File: config.mk
export PLATFORM = sky130hd
export DESIGN_NAME = imh_out_reg
export DESIGN_NICKNAME = d
export VERILOG_FILES = /design/src/hdl/imh_pkg.sv /design/src/hdl/imh_out_reg.sv
export SDC_FILE = /design/constraint.sdc
export NUM_CORES = 1
export LEC_CHECK = 0
export BUFFER_PORTS_ARGS = -buffer_cell sky130_fd_sc_hd__buf_2
export CAP_MARGIN = 40
export CELL_PAD_IN_SITES_DETAIL_PLACEMENT = 1
export CELL_PAD_IN_SITES_GLOBAL_PLACEMENT = 1
export CORE_MARGIN = 2
export CORE_UTILIZATION = 32
export DETAILED_ROUTE_END_ITERATION = 16
export PLACE_DENSITY = 0.86
export SETUP_SLACK_MARGIN = 0.15
export SLEW_MARGIN = 10
export SYNTH_ARGS = -nofsm -noshare
export SYNTH_HDL_FRONTEND = slang
export SYNTH_SLANG_ARGS = --single-unit
File: constraint.sdc
create_clock -name clk -period 0.8 [get_ports clk]
set_input_delay 0.2 -clock clk [delete_from_list [all_inputs] [get_ports clk]]
set_output_delay 0.2 -clock clk [all_outputs]
set_load 0.05 [all_outputs]
File: src/hdl/imh_pkg.sv
// Package: widths, action and status codes, and the result record of the indexed min-heap.
`default_nettype none
package imh_pkg;
  localparam int CAPACITY   = 1024;
  localparam int KEY_BITS   = 32;
  localparam int VERT_BITS  = 10;
  localparam int SLOT_BITS  = $clog2(CAPACITY);
  localparam int CNT_BITS   = SLOT_BITS + 1;

  localparam logic [1:0] ACT_INSERT   = 2'd0;
  localparam logic [1:0] ACT_EXTRACT  = 2'd1;
  localparam logic [1:0] ACT_DECREASE = 2'd2;

  localparam logic [2:0] ST_OK       = 3'd0;
  localparam logic [2:0] ST_EMPTY    = 3'd1;
  localparam logic [2:0] ST_FULL     = 3'd2;
  localparam logic [2:0] ST_PRESENT  = 3'd3;
  localparam logic [2:0] ST_ABSENT   = 3'd4;
  localparam logic [2:0] ST_NOTSMALL = 3'd5;

  typedef struct packed {
    logic [2:0]          status;
    logic [VERT_BITS-1:0] vertex;
    logic [KEY_BITS-1:0] distance;
    logic                present;
    logic [CNT_BITS-1:0] count;
  } result_t;
endpackage
`default_nettype wire

File: src/hdl/imh_out_reg.sv
// Output register: holds one result until the downstream side takes it.
`default_nettype none
module imh_out_reg
  import imh_pkg::*;
(
  input  wire logic    clk,
  input  wire logic    rst,
  input  wire logic    load,
  input  wire result_t load_data,
  output logic         full,
  input  wire logic    take,
  output result_t      data
);
  // Load on request, drop when taken
  always_ff @(posedge clk) begin
    if (rst) begin
      full <= 1'b0;
    end else if (load) begin
      full <= 1'b1;
    end else if (take) begin
      full <= 1'b0;
    end
  end

  always_ff @(posedge clk) begin
    if (load) begin
      data <= load_data;
    end
  end

  assert property (@(posedge clk) disable iff (rst) full && !take |=> full)
    else $error("result lost while waiting");
  assert property (@(posedge clk) disable iff (rst) full && !take && !load |=> $stable(data))
    else $error("waiting result changed");
  assert property (@(posedge clk) disable iff (rst) load |=> full)
    else $error("loaded result not held");
endmodule
`default_nettype wire

# --- Word-level counts from Yosys, hierarchy flattened ---
# Cells that the tools add are included.
word_totals:
  in_bits: 61
  latchBits: 0
  mem_count: 0
  mem_bits_ro: 0
  ram_bits: 0
  ff_bits: 58
  out_inout_bits: 58
classes:
  n_mul: 0
  bitwise: 0
  n_mux: 2
  eq_ne: 0
  div_mod_pow: 0
  addsub: 0
  n_lt_le_gt_ge: 0
  n_shift: 0
  reduce_logical: 1
op_table:
  columns: ["operator", "n"]
  rows:
  - ["1-bit 2-to-1 mux", 2]
  - ["2-bit nonzero test", 1]

# --- Depth between registers and ports, before layout ---
# Gate-level depths: netlist of run 1.
logic_depth:
  ltp_word: 2
  depth_mapped: 2
  depth_no_buf: 2

# --- Least setup slack after synthesis of run 1 ---
# OpenSTA, ideal clock, no wires.
synth_path:
  kind: "flip-flop to flip-flop"
  from: "reg, netlist name full"
  to: "reg full"
  setup_time_ps: 66
  setup_slack_ps: -129
  synth_period_minus_slack_ps: 929
  t_arrival_ps: 863
  stages_incl_launch_ff: 3
  n_path_buf: 0
  cell_sequence: "dfxtp_1 > nand2b_1 > a21oi_2"
synth_rtl:
  columns: ["item", "line_no", "text"]
  rows:
  - ["to (signal assigned)", "imh_out_reg.sv:17", "full <= 1'b0;"]
  - ["to (signal assigned)", "imh_out_reg.sv:19", "full <= 1'b1;"]
  - ["to (signal assigned)", "imh_out_reg.sv:21", "full <= 1'b0;"]
  - ["to (decl)", "imh_out_reg.sv:10", "output logic full,"]

# --- Worst setup path after layout of run 1 ---
layout_path:
  from: "reg data[4] (netlist name)"
  to: "out data[4] (netlist name)"
layout_rtl:
  columns: ["item", "line_no", "text"]
  rows:
  - ["from (decl)", "imh_out_reg.sv:12", "output result_t data"]
  - ["from (signal assigned)", "imh_out_reg.sv:27", "data <= load_data;"]
# No word-level cell between the ends.

==> out/results.md, run 1 <==
| Group | Quantity | Reported |
|---|---|---|
| synthesis | Complex-gate fraction of the synthesized area | 0.5004% |
| synthesis | Largest area contributor in the netlist | edfxtp_1 |
| worst setup path | Buffering stage count on the worst path with inverters included | 1 |
| worst setup path | Top Family by Delay on Critical Path | flip-flops |
| grt | Largest net degree at the start of global routing | 31 |
| synthesis | Portion of synthesized cell area occupied by the leading cell type | 97.78% |
| clock network | Clock tree from TritonCTS | yes |
| clock network | Clk sink count | 58 |
| synthesis | Mux cell area share after synthesis | 0% |
| sta | # setup viols final | 58 |
| sta | Transition time at the pin with the least slew margin | 0.1592 ns |
| sta | RSZ-0062 raised after global routing | true |
| grt | Global router's overall resource usage | 15.83% |
| sta | Final worst-path cycle share | 139.5% |
| place | Count of input and output buffers | 118 |
| place | Sum of net half-perimeters after detailed placement | 3060 um |
| worst setup path | Crit path max fanout | 1 |
| die | Die height | 77.96 um |
| grt | GRT overflow | 0 |
| worst setup path | CP endpoint kind | primary output |
| place | Placer congestion estimate | 0.6751 |
| synthesis | Arithmetic-cell share of the synthesized area counting full adders, half adders and majority gates | 0% |
| pwr | Internal power component | 5230 uW |
| final layout | Final antenna diode count | 0 |
| sta | Hold Worst Slack | 0.02442 ns |
| worst setup path | Cell type of the slowest stage on the worst timing path | edfxtp_1 |
| worst setup path | Classification of the worst setup path | flip-flop to primary output |
| hold path | Tightest Hold Check Type | primary input to flip-flop |
| worst setup path | Critical Path Max Stage Delay | 0.42 ns |
| synthesis | Cells after synthesis | 61 |
| clock network | Number of clock buffers inserted by TritonCTS | 9 |
| sta | Worst Clk Skew | 0 ns |
| detailed routing | Detailed router's first-iteration violation count | 19 |
| die | Standard cell core area | 0.005205 mm2 |
| synthesis | Unique cell type count in the Yosys netlist | 5 |
| synthesis | Top cells by area, synth | edfxtp_1, dfxtp_1, a21oi_2, nand2b_1, inv_1 |
| die | I/O pin count | 119 |
| pwr | IR Drop Worst-Case VDD | 1361 uV |
| detailed routing | Post-detailed-route count of antenna-violating nets | 0 |
| synthesis | Simple-gate portion of the synthesized area | 0.3574% |
| outcome | Violations in the final reports | setup timing |
| clock network | Buffer cell driving the clock tree root | clkbuf_8 |
| final layout | Area added between synthesis and finish | 70.76% |
| die | Initial Util | 33.63% |
| worst setup path | Ordered cell list for the critical path | buf_6 |
| pwr | Standby leakage power | 0.001263 uW |
| synthesis | Avg Synthesized Cell Area | 28.70 um2 |
| sta | Number of pins exceeding their max-slew limit in the final report | 0 |
| pwr | Net switching component of the power | 2151 uW |
| place | Count of placed standard cells including taps | 251 |
| grt | Global-route wire length before repair | 6741 um |
| die | Die Area | 0.006078 mm2 |
| grt | Number of global-route vias before repair | 1262 |
| final layout | Share of layout cells above drive strength 1 | 68.37% |
| sta | Fin. Hold Viols | 0 |
| final layout | Fraction of the core area covered by cells at the end of the flow | 57.43% |
| final layout | Final standard cell count with taps included and fillers excluded | 266 |
| pwr | Clock Power Share | 28.1% |
| detailed routing | Via count | 1106 |
| outcome | Status | finished, violations left |
| detailed routing | Overall routed net length | 4450 um |
| clock network | Maximum count of clock buffers along a single path | 2 |
| detailed routing | Number of iterations in the first detailed-routing pass | 4 |
| synthesis | Post-synthesis instance area | 0.001750 mm2 |
| pwr | Total power density per cell area | 2469 mW/mm2 |
| synthesis | #FFs+latches synth | 58 |
| clock network | Worst-path clk slew | 0.06 ns |
| worst setup path | Startpoint type of the worst setup path | flip-flop |
| clock network | Clock latency at the later pin of the worst-skew pair | 0.32 ns |
| final layout | Number of nets at the end of the flow | 253 |
| synthesis | Post-synth net total | 122 |
| synthesis | Dominant combinational cell family by area after synthesis | compound AO/OA/AOI/OAI gates |
| synthesis | Number of warnings printed during yosys synthesis | 0 |
| sta | Final critical-path required period | 1.116 ns |
| sta | Achievable frequency | 0.8963 GHz |
| die | Die extent in x | 77.96 um |
| pwr | Flop pwr share | 50.6% |
| sta | Slew margin rel. | 89.39% |
| sta | Worst Slack Setup Final | -0.3156 ns |
| job | Number of max-cap violations | 0 |
| clock network | H-tree depth reported by CTS | 3 |
| synthesis | Sequential cell area fraction in the yosys report | 98.93% |
| synthesis | Xor/xnor cell area share of the yosys netlist | 0% |
| sta | Setup TNS | -15.82 ns |
| detailed routing | Count of unresolved DRC violations after routing | 0 |
| clock network | # hold bufs at CTS | 0 |
| final layout | Fillers | 496 |
| pwr | Switching Share | 29.14% |
| grt | Initial antenna violation count | 2 |
| worst setup path | Data arrival at the endpoint of the critical path | 0.92 ns |
| die | Num rows | 26 |
| pwr | Combinational fraction of design power | 21.4% |
| worst setup path | Required time reported for the critical path endpoint | 0.60 ns |
| detailed routing | Average via count per standard cell | 4.158 |
| detailed routing | Average wire length per cell after detail routing | 16.73 um |
==> synthesized netlist by cell type <==
cell type  count
edfxtp_1      57
a21oi_2        1
dfxtp_1        1
inv_1          1
nand2b_1       1
==> repair_timing <==
item	CTS	global route
hold endpoints to repair	0	0
resized for setup	117	0
setup endpoints to repair	58	58
buffers inserted	0	0
gates cloned	0	0
==> sequential cells by signal, summed over array words and instances, names as in the netlist <==
name  cells
data     57
full      1
==> metal layers <==
layer	up-vias	routed length (um)	GRT usage [%]
met3	13	501	7.558
li1	506	-	-
met2	71	2352	26.81
met5	-	34	0
met1	512	1472	15.85
met4	4	90	8.947
==> layout make-up <==
| type | instances | area (um2) | share of cell area [%] |
|---|---|---|---|
| inverters | 1 | 3.754 | 0.1256 |
| multi-input cells | 2 | 15.01 | 0.5023 |
| clock inverters | 5 | 22.52 | 0.7535 |
| well taps | 70 | 87.58 | 2.930 |
| clock buffers | 10 | 127.6 | 4.270 |
| repair buffers | 120 | 997.2 | 33.36 |
| flip-flops and latches | 58 | 1735 | 58.06 |
==> worst paths after layout <==
| kind | start | to | slack, ns | depth (start not counted) |
|---|---|---|---|---|
| hold / removal | rst | full$_SDFFE_PP0P_ | 0.02 | 2 |
| setup / recovery | data[4]$_DFFE_PP_ | data[4] | -0.32 | 1 |
| setup reg to reg | full$_SDFFE_PP0P_ | full$_SDFFE_PP0P_ | 0.19 | 2 |
| hold reg to reg | full$_SDFFE_PP0P_ | full$_SDFFE_PP0P_ | 0.51 | 2 |
==> layout by cell type (no fill, tap or decap), drive strengths merged <==
master,count
edfxtp,57
buf,120
nand2b,1
clkbuf,10
dfxtp,1
inv,1
clkinv,5
a21oi,1
==> power by group through the flow <==
| stage | clock [uW] | combinational [uW] | sequential (uW) |
|---|---|---|---|
| after detailed placement | 0 | 1300 | 3730 |
| final | 2070 | 1580 | 3730 |
| after global routing | 2280 | 1630 | 3750 |
| after global placement | 0 | 1280 | 3710 |
| after floorplan | 0 | 5.63 | 4570 |
| after CTS | 2160 | 1580 | 3730 |
==> stage by stage <==
| stage | setup slack [ns] | area (um2) | total power (uW) |
|---|---|---|---|
| 3_3_place_gp | -0.05547 | 2472 | 4995 |
| 2_1_floorplan | -0.0006050 | 1754 | 4580 |
| 4_1_cts | -0.3392 | 2989 | 7463 |
| 5_1_grt | -0.3500 | 2989 | 7663 |
| 3_5_place_dp | -0.07016 | 2472 | 5028 |
| 6_report | -0.3156 | 2989 | 7381 |
==> cells by family (layout without fill, tap and decap cells) <==
kind of cell,Yosys count,count (layout)
AOI/OAI and AO/OA,1,1
buffers and inverters,1,136
DFF,58,58
and+or+nand+nor,1,1
Note: power is estimated with default switching activity, not from simulation.
==> run 2, diff against run 1 <==
--- a/config.mk
+++ b/config.mk
@@ -5,16 +5,15 @@
 export SDC_FILE = /design/constraint.sdc
 export NUM_CORES = 1
 export LEC_CHECK = 0
+export ABC_AREA = 1
 export BUFFER_PORTS_ARGS = -buffer_cell sky130_fd_sc_hd__buf_2
 export CAP_MARGIN = 40
 export CELL_PAD_IN_SITES_DETAIL_PLACEMENT = 1
 export CELL_PAD_IN_SITES_GLOBAL_PLACEMENT = 1
-export CORE_MARGIN = 2
 export CORE_UTILIZATION = 32
 export DETAILED_ROUTE_END_ITERATION = 16
 export PLACE_DENSITY = 0.86
 export SETUP_SLACK_MARGIN = 0.15
-export SLEW_MARGIN = 10
 export SYNTH_ARGS = -nofsm -noshare
 export SYNTH_HDL_FRONTEND = slang
 export SYNTH_SLANG_ARGS = --single-unit
==> out/results.md, run 2 <==
| Group | Quantity | Reported |
|---|---|---|
| place | Post-Place Setup Slack | -0.08037 ns |
| sta | # setup viols final | 58 |
| synthesis | Simple-gate portion of the synthesized area | 0.2143% |
| pwr | Total power density per cell area | 2465 mW/mm2 |
| die | Initial Util | 33.65% |
| clock network | Clock tree from TritonCTS | yes |
| clock network | Maximum count of clock buffers along a single path | 2 |
| synthesis | Unique cell type count in the Yosys netlist | 5 |
| final layout | Share of layout cells above drive strength 1 | 67.17% |
| pwr | Clock Power Share | 28.3% |
| pwr | Combinational fraction of design power | 21.3% |
| detailed routing | Post-detailed-route count of antenna-violating nets | 0 |
| detailed routing | Average wire length per cell after detail routing | 15.46 um |
| synthesis | Portion of synthesized cell area occupied by the leading cell type | 97.71% |
| sta | Hold Worst Slack | 0.03407 ns |
| final layout | Area added between synthesis and finish | 70.86% |
| worst setup path | Critical Path Max Stage Delay | 0.41 ns |
| worst setup path | Length in cells of the worst reg-to-reg path | 2 |
| synthesis | Post-synthesis instance area | 0.001752 mm2 |
| grt | Largest net degree at the start of global routing | 33 |
| sta | Worst Clk Skew | 0 ns |
| synthesis | Xor/xnor cell area share of the yosys netlist | 0% |
| sta | RSZ-0062 raised after global routing | true |
| pwr | Internal power component | 5243 uW |
| pwr | Flop pwr share | 50.5% |
| detailed routing | Overall routed net length | 4144 um |
| place | Sum of net half-perimeters after detailed placement | 2819 um |
| final layout | Final antenna diode count | 0 |
| clock network | Clock latency at the later pin of the worst-skew pair | 0.31 ns |
| worst setup path | Ordered cell list for the critical path | buf_6 |
| outcome | Status | finished, violations left |
| synthesis | Number of warnings printed during yosys synthesis | 0 |
| synthesis | Ranking of synthesized cells by instance count | edfxtp_1, inv_1, a21oi_2, dfxtp_1, nand2_1 |
| worst setup path | Reg2reg end | full$_SDFFE_PP0P_ |
| synthesis | Largest area contributor in the netlist | edfxtp_1 |
| place | Placer congestion estimate | 0.6419 |
| final layout | Register containing the most flip-flops in the final layout | data |
| die | Die height | 75.99 um |
| final layout | Commonest cells after routing, fill and taps aside | buf_2, edfxtp_1, buf_6 |
| worst setup path | FF-to-FF setup slack | 0.20 ns |
| sta | Final critical-path required period | 1.105 ns |
| synthesis | Cells after synthesis | 62 |
| grt | Initial antenna violation count | 2 |
| die | Die extent in x | 75.99 um |
| die | Die Area | 0.005774 mm2 |
| worst setup path | Data arrival at the endpoint of the critical path | 0.90 ns |
| detailed routing | Via count | 1092 |
| final layout | Number of nets at the end of the flow | 254 |
| clock network | Buffer cell driving the clock tree root | clkbuf_8 |
| worst setup path | Crit path max fanout | 1 |
| worst setup path | Startpoint type of the worst setup path | flip-flop |
| synthesis | Mux cell area share after synthesis | 0% |
| pwr | Switching Share | 28.93% |
| detailed routing | Average via count per standard cell | 4.075 |
| synthesis | #FFs+latches synth | 58 |
| worst setup path | Top Family by Delay on Critical Path | flip-flops |
| sta | Final worst-path cycle share | 138.1% |
| final layout | Most common cell after layout, fill and taps aside | buf_2 |
| worst setup path | CP endpoint kind | primary output |
| clock network | Clk sink count | 58 |
| worst setup path | Classification of the worst setup path | flip-flop to primary output |
| worst setup path | Cell type of the slowest stage on the worst timing path | edfxtp_1 |
| sta | Worst Slack Setup Final | -0.3049 ns |
| grt | Number of global-route vias before repair | 1256 |
| synthesis | Most common cell in the synthesized netlist | edfxtp_1 |
| synthesis | Dominant register cell in the synthesized netlist | edfxtp_1 |
| final layout | Flip-flop count of the largest register, all copies and words added | 57 |
| worst setup path | Critical register-to-register path startpoint | full$_SDFFE_PP0P_ |
| clock network | # hold bufs at CTS | 0 |
| synthesis | Top cells by area, synth | edfxtp_1, dfxtp_1, a21oi_2, inv_1, nand2_1 |
| outcome | Violations in the final reports | setup timing |
| pwr | IR Drop Worst-Case VDD | 1212 uV |
| detailed routing | Detailed router's first-iteration violation count | 52 |
| grt | Global router's overall resource usage | 15.71% |
| synthesis | Dominant combinational cell family by area after synthesis | compound AO/OA/AOI/OAI gates |
| synthesis | Sequential cell area fraction in the yosys report | 98.86% |
| sta | Achievable frequency | 0.9051 GHz |
| worst setup path | Stages on the worst setup path | 1 |
| synthesis | Complex-gate fraction of the synthesized area | 0.5000% |
| clock network | Number of clock buffers inserted by TritonCTS | 9 |
| synthesis | Avg Synthesized Cell Area | 28.25 um2 |
| sta | Number of pins exceeding their max-slew limit in the final report | 0 |
| die | Num rows | 26 |
| worst setup path | Setup crit start | data[8]$_DFFE_PP_ |
| sta | Transition time at the pin with the least slew margin | 0.1725 ns |
| sta | Fin. Hold Viols | 0 |
| sta | Slew margin rel. | 88.50% |
| worst setup path | End point of the critical path | data[8] |
| synthesis | Arithmetic-cell share of the synthesized area counting full adders, half adders and majority gates | 0% |
| synthesis | Post-synth net total | 123 |
| job | Number of max-cap violations | 0 |
| die | Standard cell core area | 0.005205 mm2 |
| pwr | Net switching component of the power | 2135 uW |
| place | Count of input and output buffers | 118 |
| pwr | Standby leakage power | 0.001267 uW |
| synthesis | Number of flops mapped to enable cells by yosys | 57 |
| worst setup path | Buffering stage count on the worst path with inverters included | 1 |
| detailed routing | Number of iterations in the first detailed-routing pass | 4 |
| synthesis | Async set-or-reset flop fraction in the synthesized netlist | 0% |
| detailed routing | Count of unresolved DRC violations after routing | 0 |
| grt | GRT overflow | 0 |
| die | I/O pin count | 119 |
| clock network | Worst-path clk slew | 0.06 ns |
| worst setup path | Required time reported for the critical path endpoint | 0.60 ns |
| grt | Global-route wire length before repair | 6548 um |
| clock network | H-tree depth reported by CTS | 3 |
| hold path | Tightest Hold Check Type | primary input to flip-flop |
| final layout | Regs by FF count | data x57, full x1 |
==> run 2: cell types whose count changed in the layout (fill, tap and decap cells not counted) <==
cell / before / now
nand2b_1: 1 / 0
inv_1: 1 / 2
nand2_1: 0 / 1
clkinv_1: 2 / 3
clkbuf_1: 1 / 2
clkinv_2: 3 / 2
==> run 2: logic make-up after synthesis <==
group / Yosys count
compound gates: 1
buf+inv: 2
flops: 58
simple gates: 1
==> run 2: worst min-delay path by stage <==
| stage | start | to | slack (ns) | depth (start not counted) |
|---|---|---|---|---|
| 5_1_grt | rst | full$_SDFFE_PP0P_ | 0.03 | 2 |
| 6_report | rst | full$_SDFFE_PP0P_ | 0.03 | 2 |
| 4_1_cts | rst | full$_SDFFE_PP0P_ | 0.02 | 2 |
| 3_3_place_gp | rst | full$_SDFFE_PP0P_ | 0.35 | 2 |
| 2_1_floorplan | rst | full$_SDFFE_PP0P_ | 0.25 | 1 |
| 3_5_place_dp | rst | full$_SDFFE_PP0P_ | 0.37 | 2 |
==> run 2: metrics by stage <==
step	std cells	setup TNS [ns]	area, um2	total power [uW]	utilization, %
after floorplan	62	-0.03449	1755	4580	-
after global routing	268	-17.82	2993	7643	57.50
after detailed placement	252	-3.860	2474	5014	47.52
after CTS	268	-16.31	2993	7450	57.50
final	268	-15.34	2993	7378	57.50
after global placement	252	-2.646	2474	4990	47.52
==> run 2: power by group through the flow <==
stage / Clock [uW] / Sequential, uW / Combinational [uW]
3_3_place_gp: 0 / 3710 / 1280
3_5_place_dp: 0 / 3720 / 1290
6_report: 2080 / 3730 / 1570
4_1_cts: 2160 / 3720 / 1570
2_1_floorplan: 0 / 4570 / 5.88
5_1_grt: 2280 / 3750 / 1620
==> run 2: repair_timing <==
| item | CTS | global route |
|---|---|---|
| setup buffers | 0 | 0 |
| cloned | 0 | 0 |
| setup endpoints to repair | 58 | 58 |
| hold endpoints to repair | 0 | 0 |
| gates resized for setup | 117 | 0 |
==> run 2: area by class of cell <==
cell class                      instances  area, um2
Fill cell                             497       2212
Sequential cell                        58       1735
Timing Repair Buffer                  120      997.2
Clock buffer                           11      131.4
Tap cell                               70      87.58
Clock inverter                          5      21.27
Multi-Input combinational cell          2      12.51
Inverter                                2      7.507
==> run 2: layer usage <==
| layer | global-route usage [%] | part of all wire (%) | routed length, um |
|---|---|---|---|
| met5 | 0 | 0 | 0 |
| met4 | 8.654 | 1.4 | 58 |
| met3 | 8.263 | 11 | 460 |
| met2 | 27.18 | 53 | 2200 |
| met1 | 14.90 | 34 | 1425 |
==> run 3, diff against run 2 <==
--- a/config.mk
+++ b/config.mk
@@ -10,6 +10,7 @@
 export CAP_MARGIN = 40
 export CELL_PAD_IN_SITES_DETAIL_PLACEMENT = 1
 export CELL_PAD_IN_SITES_GLOBAL_PLACEMENT = 1
+export CORE_ASPECT_RATIO = 1.4
 export CORE_UTILIZATION = 32
 export DETAILED_ROUTE_END_ITERATION = 16
 export PLACE_DENSITY = 0.86
==> out/results.md, run 3 (synthesis gave the netlist of run 2 again) <==
| Group | Quantity | Reported |
|---|---|---|
| final layout | Share of layout cells above drive strength 1 | 67.17% |
| final layout | Final standard cell count with taps included and fillers excluded | 264 |
| place | Placer congestion estimate | 0.6836 |
| sta | Final critical-path required period | 1.097 ns |
| sta | Final worst-path cycle share | 137.1% |
| clock network | Buffer cell driving the clock tree root | clkbuf_8 |
| final layout | Final antenna diode count | 0 |
| die | Die Area | 0.005778 mm2 |
| detailed routing | Detailed router's first-iteration violation count | 53 |
| pwr | Total power density per cell area | 2564 mW/mm2 |
| sta | Transition time at the pin with the least slew margin | 0.1605 ns |
| worst setup path | Data arrival at the endpoint of the critical path | 0.90 ns |
| worst setup path | Cell type of the slowest stage on the worst timing path | edfxtp_1 |
| detailed routing | Average via count per standard cell | 4.265 |
| final layout | Flip-flop count of the largest register, all copies and words added | 57 |
| detailed routing | Overall routed net length | 4112 um |
| final layout | Area added between synthesis and finish | 72.00% |
| grt | Global router's overall resource usage | 14.55% |
| worst setup path | Crit path max fanout | 1 |
| clock network | Clock latency at the later pin of the worst-skew pair | 0.32 ns |
| clock network | Number of setup buffers added after CTS | 0 |
| sta | Fin. Hold Viols | 0 |
| grt | Largest net degree at the start of global routing | 30 |
| place | Area after DPL | 0.002469 mm2 |
| sta | Worst Clk Skew | 0 ns |
| grt | Global-route wire length before repair | 5664 um |
| job | Number of max-cap violations | 0 |
| sta | Slew margin rel. | 89.30% |
| outcome | Violations in the final reports | setup timing |
| outcome | Status | finished, violations left |
| clock network | Clk sink count | 58 |
| worst setup path | Top Family by Delay on Critical Path | flip-flops |
| detailed routing | Post-detailed-route count of antenna-violating nets | 0 |
| die | Die height | 89.54 um |
| die | Num rows | 31 |
| clock network | Worst-path clk slew | 0.06 ns |
| sta | Number of pins exceeding their max-slew limit in the final report | 0 |
| clock network | Maximum count of clock buffers along a single path | 2 |
| worst setup path | Buffering stage count on the worst path with inverters included | 1 |
| place | Sum of net half-perimeters after detailed placement | 2919 um |
| final layout | Regs by FF count | data x57, full x1 |
| final layout | Post-layout instance area | 0.003013 mm2 |
| clock network | H-tree depth reported by CTS | 3 |
| worst setup path | Ordered cell list for the critical path | buf_6 |
| sta | RSZ-0062 raised after global routing | true |
| grt | Initial antenna violation count | 0 |
| die | Initial Util | 33.45% |
| clock network | Number of clock buffers inserted by TritonCTS | 9 |
| pwr | IR Drop Worst-Case VDD | 1483 uV |
| die | Standard cell core area | 0.005236 mm2 |
| worst setup path | Critical Path Max Stage Delay | 0.40 ns |
| die | I/O pin count | 119 |
| hold path | Tightest Hold Check Type | primary input to flip-flop |
| final layout | Most common cell after layout, fill and taps aside | buf_2 |
| final layout | Commonest cells after routing, fill and taps aside | buf_2, edfxtp_1, buf_6 |
| detailed routing | Average wire length per cell after detail routing | 15.58 um |
| detailed routing | Number of iterations in the first detailed-routing pass | 4 |
| detailed routing | Via count | 1126 |
| worst setup path | Required time reported for the critical path endpoint | 0.60 ns |
| grt | Number of global-route vias before repair | 1176 |
| sta | # setup viols final | 58 |
| place | Count of input and output buffers | 118 |
| worst setup path | Startpoint type of the worst setup path | flip-flop |
| place | Count of placed standard cells including taps | 248 |
| die | Die extent in x | 64.53 um |
| pwr | Standby leakage power | 0.001277 uW |
| worst setup path | Classification of the worst setup path | flip-flop to primary output |
| sta | Worst Slack Setup Final | -0.2966 ns |
| sta | Achievable frequency | 0.9119 GHz |
| detailed routing | Count of unresolved DRC violations after routing | 0 |
| worst setup path | CP endpoint kind | primary output |
| clock network | Clock tree from TritonCTS | yes |
| grt | GRT overflow | 0 |
| final layout | Register containing the most flip-flops in the final layout | data |
| final layout | Number of nets at the end of the flow | 254 |
run 3: path summary, 6_finish.rpt:
kind	slack, ns	depth (start not counted)	startpoint	end
worst max-delay path	-0.30	1	data[26]$_DFFE_PP_	data[26]
worst max register to register	0.22	2	full$_SDFFE_PP0P_	full$_SDFFE_PP0P_
worst min register to register	0.50	2	full$_SDFFE_PP0P_	full$_SDFFE_PP0P_
worst min-delay path	0.02	2	rst	full$_SDFFE_PP0P_
run 3: metal layers:
layer | track usage (%) | share of wire, % | vias up
li1 | - | - | 512
met1 | 12.24 | 31 | 539
met2 | 26.60 | 59 | 64
met3 | 6.760 | 7.5 | 11
met4 | 10.30 | 2.8 | 0
met5 | 0 | 0 | -
run 3: area by class of cell:
| cell class | instances | area, um2 |
|---|---|---|
| Clock buffer | 12 | 135.1 |
| Clock inverter | 4 | 42.54 |
| Fill cell | 517 | 2223 |
| Inverter | 2 | 7.507 |
| Multi-Input combinational cell | 2 | 12.51 |
| Sequential cell | 58 | 1735 |
| Tap cell | 66 | 82.58 |
| Timing Repair Buffer | 120 | 997.2 |
run 3: report_power, final:
part	internal, uW	leakage [uW]	switching, uW
Sequential	3610	0.000567	113
Clock	1410	0.0000894	1020
Combinational	552	0.000621	1020
Total	5580	0.00128	2150
run 3: per-stage QoR:
step / hold slack [ns] / setup WS (ns) / TNS (ns) / utilization [%] / total power (uW)
floorplan: 0.2533 / -0.0006050 / -0.03449 / - / 4580
global placement: 0.3518 / -0.05161 / -2.692 / 47.14 / 4983
detailed placement: 0.3567 / -0.06007 / -3.224 / 47.14 / 5018
CTS: -0.0006098 / -0.3210 / -17.12 / 57.54 / 7809
global route: 0.008502 / -0.3398 / -17.82 / 57.54 / 7978
finish: 0.02238 / -0.2966 / -15.74 / 57.54 / 7724
run 3: timing repair:
action	4_1_cts	5_1_grt
endpoints found under the hold margin	1	0
setup endpoints to repair	58	58
resized for setup	117	0
